`config.mk`:
```
export PLATFORM = sky130hd
export DESIGN_NAME = fir_q15_valid_filter
export DESIGN_NICKNAME = d
export VERILOG_FILES = /design/src/hdl/fqv_pkg.sv /design/src/hdl/fqv_cell.sv /design/src/hdl/fqv_coef_mem.sv /design/src/hdl/fqv_mac.sv /design/src/hdl/fir_q15_valid_filter.sv
export VERILOG_INCLUDE_DIRS = /design/src /design/src/hdl
export SDC_FILE = /design/constraint.sdc
export NUM_CORES = 2
export LEC_CHECK = 0
export CAP_MARGIN = 20
export CORE_ASPECT_RATIO = 1.2
export CORE_MARGIN = 2
export CORE_UTILIZATION = 45
export DETAILED_ROUTE_END_ITERATION = 10
export DONT_BUFFER_PORTS = 1
export PLACE_DENSITY = 0.69
export SLEW_MARGIN = 10
export SYNTH_ARGS = -nofsm -noshare
export SYNTH_HDL_FRONTEND = slang
export SYNTH_SLANG_ARGS = --single-unit
```
`constraint.sdc`:
```
create_clock -name i_clk -period 40.9 [get_ports i_clk]
set_input_delay 12.27 -clock i_clk [delete_from_list [all_inputs] [get_ports i_clk]]
set_output_delay 12.27 -clock i_clk [all_outputs]
set_load 0.05 [all_outputs]
```
`src/hdl/fir_q15_valid_filter_defines.svh`:
```
// Assertion macros for the Q15 valid-mode FIR filter.
// Included by the top level only; no dependencies.
`ifndef FIR_Q15_VALID_FILTER_DEFINES_SVH
`define FIR_Q15_VALID_FILTER_DEFINES_SVH

// Same-cycle implication, checked on the rising clock edge outside reset.
`define FQV_ASSERT_NOW(label, clk, rst_n, ante, cons) \
    label: assert property (@(posedge clk) disable iff (!rst_n) (ante) |-> (cons)) \
        else $error("fqv assertion failed");

// Next-cycle implication, checked on the rising clock edge outside reset.
`define FQV_ASSERT_NEXT(label, clk, rst_n, ante, cons) \
    label: assert property (@(posedge clk) disable iff (!rst_n) (ante) |=> (cons)) \
        else $error("fqv assertion failed");

`endif

```
`src/hdl/fqv_pkg.sv`:
```
// Shared types and constants for the Q15 valid-mode FIR filter.
// No dependencies; used by every module of the block.
package fqv_pkg;

    // Fixed field widths.
    localparam int SAMPLE_W    = 16;
    localparam int TAP_CNT_W   = 6;
    localparam int COEF_ADDR_W = 5;
    localparam int CFG_IDX_W   = 2;
    localparam int PROD_W      = 2 * SAMPLE_W;
    localparam int FRAC_BITS   = 15;

    // Configuration register indexes.
    localparam logic [CFG_IDX_W-1:0] CFG_NUM_TAPS     = 2'd0;
    localparam logic [CFG_IDX_W-1:0] CFG_COEF_ADDRESS = 2'd1;
    localparam logic [CFG_IDX_W-1:0] CFG_COEF_DATA    = 2'd2;

    // Sequencer states.
    typedef enum logic [1:0] {
        S_IDLE,
        S_RUN,
        S_DRAIN,
        S_OUT
    } t_state;

    // Control broadcast to every cell of the delay line.
    typedef struct packed {
        logic load;  // input transfer: shift delay line, reload work copy
        logic step;  // work copy moves one cell toward cell zero
    } t_cell_ctrl;

endpackage

```
`src/hdl/fqv_cell.sv`:
```
// One delay-line cell: a stored sample and a work copy for the MAC sweep.
// Depends on fqv_pkg.
module fqv_cell (
    input  logic                                i_clk,
    input  fqv_pkg::t_cell_ctrl                 i_ctrl,
    input  logic signed [fqv_pkg::SAMPLE_W-1:0] i_tap,
    input  logic signed [fqv_pkg::SAMPLE_W-1:0] i_work,
    output logic signed [fqv_pkg::SAMPLE_W-1:0] o_tap,
    output logic signed [fqv_pkg::SAMPLE_W-1:0] o_work
);

    logic signed [fqv_pkg::SAMPLE_W-1:0] r_tap;
    logic signed [fqv_pkg::SAMPLE_W-1:0] r_work;

    // The sample moves up one cell per transfer; the work copy starts equal to
    // the new sample and then moves down one cell per MAC step.
    always_ff @(posedge i_clk) begin
        if (i_ctrl.load) begin
            r_tap  <= i_tap;
            r_work <= i_tap;
        end else if (i_ctrl.step) begin
            r_work <= i_work;
        end
    end

    assign o_tap  = r_tap;
    assign o_work = r_work;

endmodule

```
`src/hdl/fqv_coef_mem.sv`:
```
// Coefficient store: one write port, one registered read port, valid bits.
// Depends on fqv_pkg.
module fqv_coef_mem #(
    parameter int DEPTH = 32
) (
    input  logic                                i_clk,
    input  logic                                i_rst_n,
    input  logic                                i_we,
    input  logic [((DEPTH > 1) ? $clog2(DEPTH) : 1)-1:0] i_waddr,
    input  logic signed [fqv_pkg::SAMPLE_W-1:0] i_wdata,
    input  logic [((DEPTH > 1) ? $clog2(DEPTH) : 1)-1:0] i_raddr,
    output logic signed [fqv_pkg::SAMPLE_W-1:0] o_rdata
);

    logic signed [fqv_pkg::SAMPLE_W-1:0] r_mem [DEPTH];
    logic [DEPTH-1:0]                    r_valid;
    logic signed [fqv_pkg::SAMPLE_W-1:0] r_rdata;
    logic                                r_rvalid;

    // Storage array and registered read.
    always_ff @(posedge i_clk) begin
        if (i_we) begin
            r_mem[i_waddr] <= i_wdata;
        end
        r_rdata <= r_mem[i_raddr];
    end

    // Valid bits make never-written entries read as zero after reset.
    always_ff @(posedge i_clk) begin
        if (!i_rst_n) begin
            r_valid  <= '0;
            r_rvalid <= 1'b0;
        end else begin
            if (i_we) begin
                r_valid[i_waddr] <= 1'b1;
            end
            r_rvalid <= r_valid[i_raddr];
        end
    end

    assign o_rdata = r_rvalid ? r_rdata : '0;

endmodule

```
`src/hdl/fqv_mac.sv`:
```
// Multiply-accumulate unit with floor shift and int16 saturation.
// Depends on fqv_pkg.
module fqv_mac #(
    parameter int MAX_TAPS = 32
) (
    input  logic                                i_clk,
    input  logic                                i_rst_n,
    input  logic                                i_clear,
    input  logic                                i_issue,
    input  logic signed [fqv_pkg::SAMPLE_W-1:0] i_sample,
    input  logic signed [fqv_pkg::SAMPLE_W-1:0] i_coef,
    output logic                                o_busy,
    output logic signed [fqv_pkg::SAMPLE_W-1:0] o_result
);

    localparam int ACC_W = fqv_pkg::PROD_W + ((MAX_TAPS > 1) ? $clog2(MAX_TAPS) : 0) + 1;
    localparam int Q_W   = ACC_W - fqv_pkg::FRAC_BITS;
    localparam logic signed [Q_W-1:0] Q_MAX = Q_W'(32767);
    localparam logic signed [Q_W-1:0] Q_MIN = -Q_W'(32768);

    logic                                r_v1;
    logic                                r_v2;
    logic signed [fqv_pkg::SAMPLE_W-1:0] r_samp;
    logic signed [fqv_pkg::PROD_W-1:0]   r_prod;
    logic signed [ACC_W-1:0]             r_acc;
    logic signed [Q_W-1:0]               q;

    // Stage valids follow the sample through read, multiply and add.
    always_ff @(posedge i_clk) begin
        if (!i_rst_n) begin
            r_v1 <= 1'b0;
            r_v2 <= 1'b0;
        end else begin
            r_v1 <= i_issue;
            r_v2 <= r_v1;
        end
    end

    // Sample is registered alongside the registered coefficient read.
    always_ff @(posedge i_clk) begin
        if (i_issue) begin
            r_samp <= i_sample;
        end
        r_prod <= r_samp * i_coef;
    end

    // Exact accumulation of the products of one item.
    always_ff @(posedge i_clk) begin
        if (i_clear) begin
            r_acc <= '0;
        end else if (r_v2) begin
            r_acc <= r_acc + ACC_W'(r_prod);
        end
    end

    // Arithmetic shift right (floor) and saturation to int16.
    always_comb begin
        q = r_acc[ACC_W-1:fqv_pkg::FRAC_BITS];
        if (q > Q_MAX) begin
            o_result = 16'sh7FFF;
        end else if (q < Q_MIN) begin
            o_result = -16'sh8000;
        end else begin
            o_result = q[fqv_pkg::SAMPLE_W-1:0];
        end
    end

    assign o_busy = r_v1 || r_v2;

endmodule

```
`src/hdl/fir_q15_valid_filter.sv`:
```
// Q15 valid-mode FIR filter. An input transfer that completes a window starts
// the MAC sweep over the T effective taps, one tap per cycle; the sequencer then
// drains the MAC pipeline and loads the output register. Input stays stalled
// until the output register can take the result; an item without a result leaves
// the input ready. Synchronous active-low reset clears the fill count, the control
// registers and the coefficient valid bits, so the store reads zero.
`include "fir_q15_valid_filter_defines.svh"

module fir_q15_valid_filter #(
    parameter int MAX_TAPS = 32
) (
    input  logic                                   i_clk,
    input  logic                                   i_rst_n,
    // Input channel
    input  logic                                   i_in_valid,
    output logic                                   o_in_stall,
    input  logic signed [fqv_pkg::SAMPLE_W-1:0]    i_sample,
    input  logic                                   i_block_start,
    // Output channel
    output logic                                   o_out_valid,
    input  logic                                   i_out_stall,
    output logic signed [fqv_pkg::SAMPLE_W-1:0]    o_filtered,
    // Configuration port
    input  logic                                   i_cfg_we,
    input  logic [fqv_pkg::CFG_IDX_W-1:0]          i_cfg_index,
    input  logic [fqv_pkg::SAMPLE_W-1:0]           i_cfg_data
);

    localparam int AW = (MAX_TAPS > 1) ? $clog2(MAX_TAPS) : 1;
    localparam int FW = $clog2(MAX_TAPS + 1);

    fqv_pkg::t_state     r_state;
    fqv_pkg::t_state     n_state;
    fqv_pkg::t_cell_ctrl cell_ctrl;

    logic [fqv_pkg::TAP_CNT_W-1:0]   r_num_taps;
    logic [fqv_pkg::COEF_ADDR_W-1:0] r_coef_address;
    logic [FW-1:0]                   r_fill;
    logic [FW-1:0]                   fill_base;
    logic [FW-1:0]                   n_fill;
    logic [AW-1:0]                   r_cidx;
    logic                            r_out_valid;
    logic signed [fqv_pkg::SAMPLE_W-1:0] r_out;

    logic        in_accept;
    logic        emit;
    logic        out_free;
    logic        run_step;
    logic        out_load;
    logic        mac_busy;
    logic        coef_we;
    int unsigned tap_ext;
    int unsigned t_eff;
    logic [31:0] addr_ext;

    logic signed [fqv_pkg::SAMPLE_W-1:0] taps  [MAX_TAPS];
    logic signed [fqv_pkg::SAMPLE_W-1:0] works [MAX_TAPS];
    logic signed [fqv_pkg::SAMPLE_W-1:0] coef;
    logic signed [fqv_pkg::SAMPLE_W-1:0] mac_result;

    assign in_accept = i_in_valid && !o_in_stall;
    assign out_free  = !r_out_valid || !i_out_stall;

    // Configuration registers; a coefficient write goes to the store.
    always_ff @(posedge i_clk) begin
        if (!i_rst_n) begin
            r_num_taps     <= fqv_pkg::TAP_CNT_W'(1);
            r_coef_address <= '0;
        end else if (i_cfg_we) begin
            unique case (i_cfg_index)
                fqv_pkg::CFG_NUM_TAPS: begin
                    r_num_taps <= i_cfg_data[fqv_pkg::TAP_CNT_W-1:0];
                end
                fqv_pkg::CFG_COEF_ADDRESS: begin
                    r_coef_address <= i_cfg_data[fqv_pkg::COEF_ADDR_W-1:0];
                end
                default: begin
                end
            endcase
        end
    end

    assign addr_ext = 32'(r_coef_address);
    assign coef_we  = i_cfg_we && (i_cfg_index == fqv_pkg::CFG_COEF_DATA)
                      && (addr_ext < 32'(MAX_TAPS));

    // Effective tap count and fill count of the current block.
    always_comb begin
        tap_ext = 32'(r_num_taps);
        if (tap_ext == 0) begin
            t_eff = 1;
        end else if (tap_ext > 32'(MAX_TAPS)) begin
            t_eff = 32'(MAX_TAPS);
        end else begin
            t_eff = tap_ext;
        end
        fill_base = i_block_start ? '0 : r_fill;
        if (32'(fill_base) < 32'(MAX_TAPS)) begin
            n_fill = fill_base + FW'(1);
        end else begin
            n_fill = fill_base;
        end
        emit = 32'(n_fill) >= t_eff;
    end

    always_ff @(posedge i_clk) begin
        if (!i_rst_n) begin
            r_fill <= '0;
        end else if (in_accept) begin
            r_fill <= n_fill;
        end
    end

    // Sequencer next state.
    always_comb begin
        n_state = r_state;
        unique case (r_state)
            fqv_pkg::S_IDLE: begin
                if (in_accept && emit) begin
                    n_state = fqv_pkg::S_RUN;
                end
            end
            fqv_pkg::S_RUN: begin
                if (r_cidx == '0) begin
                    n_state = fqv_pkg::S_DRAIN;
                end
            end
            fqv_pkg::S_DRAIN: begin
                if (!mac_busy) begin
                    n_state = fqv_pkg::S_OUT;
                end
            end
            fqv_pkg::S_OUT: begin
                if (out_free) begin
                    n_state = fqv_pkg::S_IDLE;
                end
            end
            default: begin
                n_state = fqv_pkg::S_IDLE;
            end
        endcase
    end

    // Sequencer outputs.
    always_comb begin
        o_in_stall = 1'b1;
        run_step   = 1'b0;
        out_load   = 1'b0;
        unique case (r_state)
            fqv_pkg::S_IDLE:  o_in_stall = 1'b0;
            fqv_pkg::S_RUN:   run_step   = 1'b1;
            fqv_pkg::S_DRAIN: begin
            end
            fqv_pkg::S_OUT:   out_load   = out_free;
            default: begin
            end
        endcase
    end

    always_ff @(posedge i_clk) begin
        if (!i_rst_n) begin
            r_state <= fqv_pkg::S_IDLE;
        end else begin
            r_state <= n_state;
        end
    end

    // Coefficient index counts down from the newest-sample weight to zero.
    always_ff @(posedge i_clk) begin
        if (in_accept) begin
            r_cidx <= AW'(t_eff - 1);
        end else if (run_step) begin
            r_cidx <= r_cidx - AW'(1);
        end
    end

    // Delay line as a chain of cells.
    assign cell_ctrl.load = in_accept;
    assign cell_ctrl.step = run_step;

    for (genvar g = 0; g < MAX_TAPS; g++) begin : g_cell
        logic signed [fqv_pkg::SAMPLE_W-1:0] tap_in;
        logic signed [fqv_pkg::SAMPLE_W-1:0] work_in;

        if (g == 0) begin : g_head
            assign tap_in = i_sample;
        end else begin : g_body
            assign tap_in = taps[g-1];
        end

        if (g == MAX_TAPS - 1) begin : g_tail
            assign work_in = '0;
        end else begin : g_link
            assign work_in = works[g+1];
        end

        fqv_cell u_cell (
            .i_clk  (i_clk),
            .i_ctrl (cell_ctrl),
            .i_tap  (tap_in),
            .i_work (work_in),
            .o_tap  (taps[g]),
            .o_work (works[g])
        );
    end

    fqv_coef_mem #(
        .DEPTH (MAX_TAPS)
    ) u_coef_mem (
        .i_clk   (i_clk),
        .i_rst_n (i_rst_n),
        .i_we    (coef_we),
        .i_waddr (addr_ext[AW-1:0]),
        .i_wdata (i_cfg_data),
        .i_raddr (r_cidx),
        .o_rdata (coef)
    );

    fqv_mac #(
        .MAX_TAPS (MAX_TAPS)
    ) u_mac (
        .i_clk    (i_clk),
        .i_rst_n  (i_rst_n),
        .i_clear  (in_accept),
        .i_issue  (run_step),
        .i_sample (works[0]),
        .i_coef   (coef),
        .o_busy   (mac_busy),
        .o_result (mac_result)
    );

    // Output register keeps the result while the consumer stalls.
    always_ff @(posedge i_clk) begin
        if (!i_rst_n) begin
            r_out_valid <= 1'b0;
        end else if (out_load) begin
            r_out_valid <= 1'b1;
        end else if (!i_out_stall) begin
            r_out_valid <= 1'b0;
        end
    end

    always_ff @(posedge i_clk) begin
        if (out_load) begin
            r_out <= mac_result;
        end
    end

    assign o_out_valid = r_out_valid;
    assign o_filtered  = r_out;

    // A new result only appears after the sequencer reached the output state.
    `FQV_ASSERT_NOW(a_out_from_seq, i_clk, i_rst_n, $rose(o_out_valid), $past(r_state == fqv_pkg::S_OUT))
    // The sweep ends after the weight of the oldest sample.
    `FQV_ASSERT_NEXT(a_run_ends, i_clk, i_rst_n, (r_state == fqv_pkg::S_RUN) && (r_cidx == '0), r_state == fqv_pkg::S_DRAIN)
    // A sample that completes no window starts no MAC sweep.
    `FQV_ASSERT_NEXT(a_no_result_idle, i_clk, i_rst_n, in_accept && !emit, (r_state == fqv_pkg::S_IDLE) && !mac_busy)
    // The MAC pipeline is empty whenever new samples are taken.
    `FQV_ASSERT_NOW(a_mac_idle_on_accept, i_clk, i_rst_n, in_accept, !mac_busy)

endmodule
```
* Yosys cells after proc, flatten, opt, wreduce, memory -nomap -nowiden *
Memories as Yosys holds them, arrays and structs flattened. A register that Yosys moved wholly into a read port is not among the register bits.
Cells that the tools add are included.

word-level totals
  bits in registers = 1170
  RAM bits = 512
  input port bits = 40
  output and inout bits = 18
  memories = 1

memory list
  memory            words  width  read ports  clocked after Yosys merged registers in  write ports  RTL line            RTL
  u_coef_mem.r_mem  32     16     1           1                                        1            fqv_coef_mem.sv:15  logic signed [fqv_pkg::SAMPLE_W-1:0] r_mem [DEPTH];

operators by class
  $add $sub $neg = 4
  multiply operators = 1
  magnitude comparators = 9
  equality and inequality tests = 10
  muxes and demuxes = 88
  bitwise gates (word level) = 1
  reductions and logical operators = 17

operator list
  cell                                                                    number
  16-bit 2-to-1 mux                                                       66
  38-bit by 32-bit adder with 38-bit output                               1
  16-bit by 16-bit multiplier with 32-bit output                          1
  32-bit bitwise OR                                                       1
  6-bit 2-to-1 mux                                                        4
  23-bit by 16-bit > comparator with 1-bit output, second input constant  1
  23-bit by 16-bit < comparator with 1-bit output, second input constant  1
  5-bit by 6-bit < comparator with 1-bit output, second input constant    3
  5-bit 2-to-1 mux                                                        2
  5-bit by 1-bit subtractor with 5-bit output, second input constant      2
  1-bit 2-to-1 mux                                                        9
  2-bit 2-to-1 mux                                                        4
  2-bit one-hot mux with 4 select lines                                   1
  6-bit by 1-bit adder with 6-bit output, second input constant           1
  2-bit equality test, second input constant                              3
  6-bit >= comparator                                                     1
  6-bit > comparator, second input constant                               1
  6-bit logical NOT                                                       1
  6-bit < comparator, second input constant                               1
  2-bit inequality test, second input constant                            3
  1-bit binary-select mux with 5-bit select                               1
  1-bit demux with 5-bit select                                           1
  5-bit by 1-bit >= comparator with 1-bit output, second input constant   1
  1-bit logical AND                                                       5
  9 further kinds                                                         15

* Logic depth before layout (Yosys ltp) *
  depth after elaboration = 7
  mapped depth = 26
  gate-level depth less buffers = 24

* By module *
From an unflattened synthesis, not the netlist that was laid out.

second synthesis, totals
  cells, all modules = 4260
  area, all modules = 76412.0 µm²

by module, submodules not included
  module                instances  cells each  area an instance (µm²)  seq. area each (µm²)
  fqv_cell              32         51          1212.4                  960.9
  fqv_coef_mem          1          902         21277.9                 16355.7
  fqv_mac               1          1555        14428.8                 1921.8
  fir_q15_valid_filter  1          171         1908.1                  1031.0

* Worst setup path before layout *
No wires, ideal clock.

  path type = input to register
  from = in i_in_valid
  to = reg g_cell[0].u_cell.r_tap (netlist bit g_cell[0].u_cell.o_tap[0]) (enable)
  arrival time = 26.252 ns
  setup slack = 13.594 ns
  cell stages on the path = 4
  path buffers = 2
  path through = nand2_1 -> inv_2 -> clkbuf_1 -> clkbuf_1

on the way
  cells in the longest elaborated chain, start to end = 1

RTL lines
  item                  RTL line                    RTL
  start, declared       fir_q15_valid_filter.sv:15  input logic i_in_valid,
  1-bit logical AND     fir_q15_valid_filter.sv:61  assign in_accept = i_in_valid && !o_in_stall;
  via in_accept         fir_q15_valid_filter.sv:45  logic in_accept;
  end signal, assigned  fqv_cell.sv:19              r_tap <= i_tap;
  end, declared         fqv_cell.sv:12              logic signed [fqv_pkg::SAMPLE_W-1:0] r_tap;

The timed path passes the listed nets, and every way through them passes these cells.
A chain may end at the register's enable or synchronous reset.

* Worst setup path in the final report *
  from = in i_in_valid
  to = reg g_cell[29].u_cell.r_work (netlist bit g_cell[29].u_cell.o_work[1]) (data pin)

on the way
  cells in the longest elaborated chain, start to end = 2

RTL lines
  item                  RTL line                    RTL
  1-bit logical AND     fir_q15_valid_filter.sv:61
  16-bit 2-to-1 mux     fqv_cell.sv:18              if (i_ctrl.load) begin
  end signal, assigned  fqv_cell.sv:20              r_work <= i_tap;
  end signal, assigned  fqv_cell.sv:22              r_work <= i_work;
  end, declared         fqv_cell.sv:13              logic signed [fqv_pkg::SAMPLE_W-1:0] r_work;

No other way between the ends.

==> results.sh <==
export IMPL_syn_num_nets=5725
export IMPL_core_area_sq_um=162800
export IMPL_outcome="completed"
export IMPL_finalSetupTns_ps=0
export IMPL_cts_root_buffer="clkbuf_16"
export IMPL_finalHoldViolCount=0
export IMPL_final_antenna_net_count=0
export IMPL_numCtsBuffers=160
export IMPL_fp_row_count=162
export IMPL_worstSetupPathType="input port to register"
export IMPL_tritoncts="done"
export IMPL_post_dp_hpwl_um=84920
export IMPL_max_cap_viol_count=0
export IMPL_setup_viol=0
export IMPL_synth_top_flop_cell="edfxtp_1"
export IMPL_rsz0062_at_grt="false"
export IMPL_vias=39430
export IMPL_synth_async_reset_ratio=0
export IMPL_startpoint_type="input port"
export IMPL_drc=0
export IMPL_place_congestion=0.8178
export IMPL_arrival_ps=15630
export IMPL_cts_num_sinks=1698
export IMPL_r2r_start="u_coef_mem.r_rvalid"
export IMPL_final_nets=5721
export IMPL_die_w_um=373.7
export IMPL_cts_hold_buf=0
export IMPL_clock_skew_ps=32.25
export IMPL_synth_edf_count=1557
export IMPL_hp_class="register to register"
export IMPL_worst_endpoint_required_ps=41550
export IMPL_leakage_nw=32.02
export IMPL_vias_per_cell=5.222
export IMPL_syn_inst=5290
export IMPL_power_density_nw_per_um2=66.48
export IMPL_port_buffers=0
export IMPL_drtIter0Drc=3672
export IMPL_track_usage=0.1685
export IMPL_grt_ovfl_total=0
export IMPL_grt_max_degree=251
export IMPL_insertion_delay_ps=790
export IMPL_ys_seq_area_frac=0.6717
export IMPL_clk_path_buf_depth=3
export IMPL_fin_crit_sh=0.3664
export IMPL_cp_startpoint="i_in_valid"
export IMPL_slew_headroom=0.1614
export IMPL_start_util=0.4535
export IMPL_yosysWarnings=0
export IMPL_end_kind="register"
export IMPL_syn_area_per_cell_sq_um=13.95
export IMPL_cts_max_level=4
export IMPL_worstMarginPinSlew_ps=1258
export IMPL_wl_um=139800
export IMPL_place_area_sq_um=76150
export IMPL_syn_to_final_growth_pct=10.36
export IMPL_stdcell_area_sq_um=81460
export IMPL_grt_pass1_vias=40010
export IMPL_cts_resized=0
export IMPL_grt_pass1_wl_um=223000
export IMPL_wl_per_cell_um=18.52
export IMPL_ios=58
export IMPL_fmax_mhz=66.72
export IMPL_synth_cell_area_sq_um=73810
export IMPL_die_area_sq_um=167300
export IMPL_cts_setup_buffers=0
export IMPL_vdd_drop_max_uv=74.53
export IMPL_fin_crit_ps=14990
export IMPL_cts_clk_slew_worst_paths_ps=70
export IMPL_antenna_found_initial=13
export IMPL_hold_slack_ps=420.6
export IMPL_min_from="g_cell[0].u_cell.o_work[13]"
export IMPL_final_max_slew_viol_count=0
export IMPL_synth_seq_cells=1698
export IMPL_cp_max_fo=176
export IMPL_yosysUniqueCellTypes=78
export IMPL_final_layout_size_suffix_gt1_frac=0.09618
export IMPL_die_h_um=447.7
export IMPL_firstDrtPassIters=6
cell usage after synthesis, types with 18 or more instances:
library cell  number  area share
nand2_1         1645       0.084
edfxtp_1        1557        0.63
inv_1            330       0.017
fa_1             263       0.071
clkbuf_1         207       0.011
nor2_1           186      0.0095
mux4_2           170       0.052
and3_1           154       0.013
dfxtp_1          141       0.038
ha_1             132       0.022
a21oi_1           62      0.0042
xnor2_1           49      0.0058
mux2i_1           40      0.0054
o21ai_0           38      0.0026
a21o_1            32      0.0033
nand3_1           31      0.0021
o21a_1            27      0.0027
xor2_1            19      0.0023
buf_1             18     0.00092
path summary, 6_finish.rpt:
path / endpoint / slack (ps) / cells past startpoint
setup / recovery: g_cell[29].u_cell.o_work[1] / 25910 / 7
hold / removal: u_mac.r_samp[13] / 420 / 0
setup reg to reg: u_mac.r_prod[31] / 32960 / 24
hold reg to reg: u_mac.r_samp[13] / 420 / 0
per-layer routing:
metal | GRT usage | routed length, um
met2 | 0.2735 | 66780
met1 | 0.2279 | 60440
met3 | 0.03823 | 9168
met5 | 0 | 69
met4 | 0.05070 | 3339
through the flow:
stage / power [mW] / std cells / worst slack (ps) / utilization
floorplan: 3.853 / 5290 / 13590 / -
global placement: 3.944 / 7252 / 24950 / 0.4679
detailed placement: 3.977 / 7252 / 24870 / 0.4679
CTS: 5.469 / 7545 / 25720 / 0.5000
global route: 5.706 / 7550 / 25550 / 0.5005
finish: 5.416 / 7550 / 25910 / 0.5005
sequential cells by signal, summed over array words and instances, names as in the netlist, 5 cells and up:
signal	flops
g_cell.u_cell.o_work	512
r_fill	6
u_coef_mem.r_mem	512
u_coef_mem.r_valid	32
u_coef_mem.r_rdata	16
u_mac.r_samp	16
r_coef_address	5
g_cell.u_cell.o_tap	496
o_filtered	16
r_num_taps	6
u_mac.r_acc	38
r_cidx	5
u_mac.r_prod	32
logic make-up after synthesis:
group	after synthesis	synth area share
AO/OA/AOI/OAI	229	0.02112
adder cells (fa/ha/maj)	395	0.09370
multiplexers	227	0.05989
AND/OR/NAND/NOR	2111	0.1168
buffers and inverters	562	0.02878
XOR/XNOR	68	0.008069
flip-flops	1698	0.6717
worst max-delay path: stages:
cell     delay, ps
nand2_4        550
buf_12         600
buf_4          580
buf_16         300
buf_4          820
nand2_1        170
nand2_1        120
final cells by class:
cell class                      instances  area, sq um
Inverter                              332         1254
Antenna cell                            1        2.502
Timing Repair Buffer                   64        595.6
Sequential cell                      1698        49580
Clock inverter                         87        819.5
Multi-Input combinational cell       3030        22140
Fill cell                           13370        81300
Tap cell                             2132         2668
Clock buffer                          206         4405
cell usage in the layout (no fill, tap or decap), types with 17 or more instances in the layout:
master and instances:
fa_1 263, nand2_1 1644, clkinv_2 30, clkinv_1 28
and3_1 154, buf_4 56, a21o_1 32, o21ai_0 38
dfxtp_1 139, xor2_1 19, clkbuf_16 167, clkbuf_1 31
nand3_1 31, o21a_1 27, a21oi_1 62, xnor2_1 49
mux2i_1 40, ha_1 132, inv_1 330, edfxtp_1 1557
mux2_2 17, mux4_2 170, nor2_1 186
power by group:
group | switching, mW | total [mW] | internal, mW
Sequential | 0.244 | 2.86 | 2.61
Combinational | 0.712 | 1.08 | 0.372
Clock | 0.635 | 1.47 | 0.839
Total | 1.59 | 5.42 | 3.82
No activity file was read; power rests on OpenSTA's default activity.
